### src/hdl/bwlp_pkg.sv
// Package for the tenth-order Butterworth low-pass IIR block.
// Holds widths, the fixed-point coefficient tables and the MAC control types.
// No dependencies; used by bwlp_mac and butterworth_iir_lowpass_top.
package bwlp_pkg;

  // Data formats.
  localparam int SAMPLE_BITS = 16;
  localparam int FRAC_BITS   = 40;
  localparam int OUT_BITS    = 24;
  localparam int Y_BITS      = 64;
  localparam int ACC_BITS    = 128;
  localparam int GAIN_SHIFT  = 56;

  // Filter shape.
  localparam int NTAPS       = 11;
  localparam int NFB         = 10;
  localparam int PRIME_COUNT = 11;
  localparam int FB_PARTS    = 4;

  // Shared multiplier: 33x33 signed, registered 66-bit product.
  localparam int OP_BITS     = 33;
  localparam int PROD_BITS   = 2 * OP_BITS;
  localparam int HALF_BITS   = Y_BITS / 2;
  // The binomial sum of eleven samples is held in 27 signed bits.
  localparam int SUM_BITS    = SAMPLE_BITS + 11;
  localparam int BINOM_BITS  = 9;

  // Binomial weights of the feedforward part.
  localparam logic [BINOM_BITS-1:0] BINOM [NTAPS] = '{
    9'd1, 9'd10, 9'd45, 9'd120, 9'd210, 9'd252, 9'd210, 9'd120, 9'd45, 9'd10, 9'd1
  };

  // Reciprocal of the gain 2.762663641e8, scaled by 2^56, rounded.
  localparam logic [127:0] GAIN_X10    = 128'd2762663641;
  localparam logic [127:0] INV_GAIN_W  =
    ((128'd10 << GAIN_SHIFT) + (GAIN_X10 >> 1)) / GAIN_X10;
  localparam logic [HALF_BITS-1:0] INV_GAIN = INV_GAIN_W[HALF_BITS-1:0];

  // Feedback coefficients: magnitudes in units of 1e-10, oldest output first.
  localparam logic [127:0] DEC_SCALE = 128'd10000000000;
  localparam logic [63:0] FB_MAG [NFB] = '{
    64'd1327680842,   64'd15942397677,  64'd86456821375,  64'd278902991720,
    64'd592809515740, 64'd867670680410, 64'd885876632510, 64'd623153522820,
    64'd289121945840, 64'd79922966624
  };
  // Set where the coefficient is negative.
  localparam logic [NFB-1:0] FB_NEG = 10'b01_0101_0101;

  typedef logic signed [Y_BITS-1:0] fb_coef_arr_t [NFB];

  // Converts the decimal coefficients to Q(FRAC_BITS), rounding half away.
  function automatic fb_coef_arr_t build_fb_coef();
    fb_coef_arr_t c;
    logic [127:0] q;
    for (int k = 0; k < NFB; k++) begin
      q = ((128'(FB_MAG[k]) << FRAC_BITS) + (DEC_SCALE >> 1)) / DEC_SCALE;
      c[k] = FB_NEG[k] ? -$signed(q[Y_BITS-1:0]) : $signed(q[Y_BITS-1:0]);
    end
    return c;
  endfunction

  localparam fb_coef_arr_t FB_COEF = build_fb_coef();

  // Left shift applied to a partial product before accumulation.
  typedef enum logic [1:0] {
    SH_NONE,
    SH_GAIN,
    SH_WORD,
    SH_DWORD
  } pp_shift_t;

  // Control from the sequencer to the multiply-accumulate unit.
  typedef struct packed {
    logic      issue;
    logic      clear;
    pp_shift_t shift;
  } mac_ctl_t;

endpackage

### src/hdl/bwlp_mac.sv
// Shared multiply-accumulate unit of the Butterworth low-pass block.
// One 33x33 signed product per cycle, registered, then shifted into a 128-bit accumulator.
// Depends on bwlp_pkg.
module bwlp_mac (
  input  logic                                   clk,
  input  logic                                   rst,
  input  bwlp_pkg::mac_ctl_t                     ctl,
  input  logic signed [bwlp_pkg::OP_BITS-1:0]    op_a,
  input  logic signed [bwlp_pkg::OP_BITS-1:0]    op_b,
  output logic signed [bwlp_pkg::ACC_BITS-1:0]   acc
);
  import bwlp_pkg::*;

  logic signed [PROD_BITS-1:0] prod;
  logic                        prod_valid;
  pp_shift_t                   prod_shift;
  logic signed [ACC_BITS-1:0]  prod_ext;
  logic signed [ACC_BITS-1:0]  addend;

  // Sign-extend the product and align it to its weight.
  always_comb begin
    prod_ext = ACC_BITS'(prod);
    case (prod_shift)
      SH_NONE:  addend = prod_ext;
      SH_GAIN:  addend = prod_ext <<< (2 * FRAC_BITS - GAIN_SHIFT);
      SH_WORD:  addend = prod_ext <<< HALF_BITS;
      SH_DWORD: addend = prod_ext <<< Y_BITS;
      default:  addend = prod_ext;
    endcase
  end

  // Product valid flag.
  always_ff @(posedge clk) begin
    if (rst) begin
      prod_valid <= 1'b0;
    end else begin
      prod_valid <= ctl.issue;
    end
  end

  // Product register and accumulator; the sequencer clears before use.
  always_ff @(posedge clk) begin
    if (ctl.issue) begin
      prod       <= op_a * op_b;
      prod_shift <= ctl.shift;
    end
    if (ctl.clear) begin
      acc <= '0;
    end else if (prod_valid) begin
      acc <= acc + addend;
    end
  end

endmodule

### config.mk
export PLATFORM = sky130hd
export DESIGN_NAME = bwlp_mac
export DESIGN_NICKNAME = d
export VERILOG_FILES = /design/src/hdl/bwlp_pkg.sv /design/src/hdl/bwlp_mac.sv
export SDC_FILE = /design/constraint.sdc
export NUM_CORES = 2
export LEC_CHECK = 0
export ABC_AREA = 1
export BUFFER_PORTS_ARGS = -buffer_cell sky130_fd_sc_hd__buf_2
export CELL_PAD_IN_SITES_DETAIL_PLACEMENT = 1
export CELL_PAD_IN_SITES_GLOBAL_PLACEMENT = 1
export CORE_AREA = 2 2 397 399
export DETAILED_ROUTE_END_ITERATION = 6
export DIE_AREA = 0 0 399 401
export GPL_TIMING_DRIVEN = 0
export PLACE_DENSITY = 0.75
export SLEW_MARGIN = 20
export SYNTH_ARGS = -nofsm -noshare
export SYNTH_HDL_FRONTEND = slang
export SYNTH_SLANG_ARGS = --single-unit
### constraint.sdc
create_clock -name clk -period 11.7 [get_ports clk]
set_clock_uncertainty 0.05 [all_clocks]
set_input_delay 0.585 -clock clk [delete_from_list [all_inputs] [get_ports clk]]
set_output_delay 0.585 -clock clk [all_outputs]
set_load 0.02 [all_outputs]
==> flow_summary_export.csv <==
group,metric,value,unit
run_status,status,"finished, final reports clean",
worst_setup_path,crit_type,"in -> reg",
drt,routed_wl,321,mm
floorplanning,initial_core_util,39.8,%
worst_setup_path,crit_arrival,10240,ps
clock_tree,cts.sinks,197,
grt,track_usage,40.2,%
clock_tree,clk_pin_slew,80,ps
layout,layout-drive-gt1-share,4.18,%
floorplanning,dieHeight,401,um
timing,grt_setup_unrepaired,"no",
layout,areaGrowthSynthToFinish,6.31,%
layout,seq_area,0.00462,sq mm
placement,port-buffer-count,133,
clock_tree,clk_latency,560,ps
timing,min_period,9990,ps
worst_setup_path,endpoint_kind,"register",
yosys,async_reset_ff_share,0,%
drt,drc,0,
timing,tightest_slew,1330,ps
clock_tree,ctsHoldBuffers,0,
timing,fin_crit_sh,85.4,%
grt,grt_pass1_wl,452,mm
yosys,synth_seq_area_share,7.46,%
clock_tree,cts-resized-gates,0,
worst_setup_path,cp-start-kind,"primary input",
timing,relSlewSlack,11.3,%
clock_tree,clk_path_buf_depth,2,
yosys,netlist_area,0.0620,sq mm
clock_tree,clockRootBuffer,"clkbuf_16",
clock_tree,htreeDepth,4,
yosys,avgSynthCellArea,6.95,sq um
layout,fill_cells,20200,
layout,final_common_cell,"inv_1",
grt,antenna_found_initial,7,
floorplanning,io_pins,200,
layout,final_nets,10600,
floorplanning,rows,145,
floorplanning,die-area,0.160,sq mm
clock_tree,numCtsBuffers,17,
grt,grt_overflow,0,
grt,grt_pass1_vias,64100,
yosys,ys_ff_latch,197,
yosys,synthDistinctLibCells,53,
drt,first_pass_iters,6,
layout,multiInputGateArea,0.0465,sq mm
drt,wl_per_cell,28.8,um
drt,first_iter_violations,4749,
hold_path,min_from,"rst",
timing,max_freq,100,MHz
timing,timing.hold.ws,125,ps
yosys,yosysWarnings,0,
hold_path,hp-class,"in -> reg",
worst_setup_path,crit_fanout,12,
clock_tree,cts_setup_buffers,0,
worst_setup_path,critPathLaunch,"op_a[32]",
yosys,synthFlopType,"dfxtp_1",
timing,hold_viol_final,0,
clock_tree,cts_tree,"done",
layout,final_cell_mix,"2490 x inv_1, 2363 x nand2_1, 1145 x fa_1, 685 x nor2_1, 344 x ha_1",
yosys,synth-edff-count,68,
drt,ant_nets,0,
floorplanning,core_area,0.156,sq mm
worst_setup_path,r2r-start,"prod_shift[1]$_DFFE_PP_",
timing,maxSlewViolCount,0,
yosys,syn_nets,10500,
timing,fin_setup_tns,0,ps
flow_run,maxCapViolCount,0,
timing,setup_viol_count_final,0,
drt,num_vias,59600,
placement,gp_congestion,1.11,
worst_setup_path,critPathRequiredTime,11950,ps
floorplanning,fp.dieW,399,um
yosys,syn_inst,8917,
drt,vias_per_cell,5.35,
placement,hpwl,280,mm
grt,grt_start_max_net_pins,58,
metal layers:
| metal | global-route usage, % | vias to the layer above | routed length [um] |
|---|---|---|---|
| li1 | - | 26000 | - |
| met1 | 46.4 | 30000 | 119000 |
| met2 | 66.7 | 2659 | 149000 |
| met3 | 6.89 | 946 | 22700 |
| met4 | 30.3 | 14 | 30500 |
| met5 | 0 | - | 88 |
cells in the mapped netlist (all sizes together), types with 10 or more instances:
cell type | number | area (sq um)
o21ai | 276 | 1390
a22oi | 21 | 158
a21o | 15 | 113
o21bai | 42 | 315
buf | 14 | 62.6
inv | 2537 | 9520
a211oi | 10 | 75.1
nor3 | 51 | 343
nand4 | 45 | 282
xor2 | 109 | 955
dfxtp | 129 | 2580
nand3 | 211 | 1100
ha | 344 | 4300
a31oi | 23 | 144
nor4 | 10 | 115
a21oi | 297 | 1500
o21a | 13 | 97.6
edfxtp | 68 | 2040
xnor2 | 24 | 210
a221oi | 11 | 96.3
clkbuf | 326 | 1220
o221ai | 16 | 140
nor2 | 736 | 2910
nand2 | 2393 | 9060
fa | 1146 | 22900
area by class of cell:
cell class / instances / share of cell area, %
Clock inverter: 14 / 0.205
Antenna cell: 3 / 0.0114
Timing Repair Buffer: 136 / 1.09
Sequential cell: 197 / 7.02
Multi-Input combinational cell: 5835 / 70.6
Inverter: 2545 / 14.5
Tap cell: 2058 / 3.91
Clock buffer: 18 / 0.651
Buffer: 340 / 2.02
worst paths after layout:
check	slack, ps	cells after the start	to
max	1710	28	prod[64]$_DFFE_PP_
min	120	2	prod_valid$_SDFF_PP0_
max reg2reg	5710	19	acc[106]$_SDFFE_PP0P_
min reg2reg	450	2	acc[127]$_SDFFE_PP0P_
logic make-up (layout without fill, tap and decap cells):
logic type | after synthesis | in the layout | share of synthesized area, %
AOI/OAI and AO/OA | 747 | 747 | 6.77
xor gates and xnor gates | 133 | 133 | 1.88
adders and majority gates | 1490 | 1490 | 43.9
buffers and inverters | 2885 | 3053 | 17.5
DFF | 197 | 197 | 7.46
other | 0 | 3 | 0
and+or+nand+nor | 3465 | 3465 | 22.5
registers in the layout, indices dropped and copies added (netlist names):
register,count
acc,128
prod,66
prod_shift,2
prod_valid,1
critical path, stage by stage:
cell	delay, ps
clkbuf_1	470
clkbuf_1	820
nand2_1	270
inv_1	160
fa_1	400
inv_1	280
fa_1	480
inv_1	290
fa_1	520
fa_1	820
inv_1	470
fa_1	630
inv_1	60
fa_1	450
fa_1	510
inv_1	50
fa_1	470
inv_1	40
ha_1	520
nand2_1	240
nor2_1	150
inv_1	90
nor2_1	270
inv_1	120
nor3_1	680
nor2_1	120
nand3_1	120
nand2_1	90
metrics by stage:
step           cells  cell area (sq um)  worst slack (ps)  util [%]
2_1_floorplan   8917              62000              3960         -
3_3_place_gp   11100              65200              1220      41.9
3_5_place_dp   11100              65300              1380      42.0
4_1_cts        11100              65900              1980      42.3
5_1_grt        11100              65900              1720      42.3
6_report       11100              65900              1710      42.3
Power is left out: the tool's default activity adds up to more than one toggle a clock period on the data nets, which glitch-free logic cannot reach.
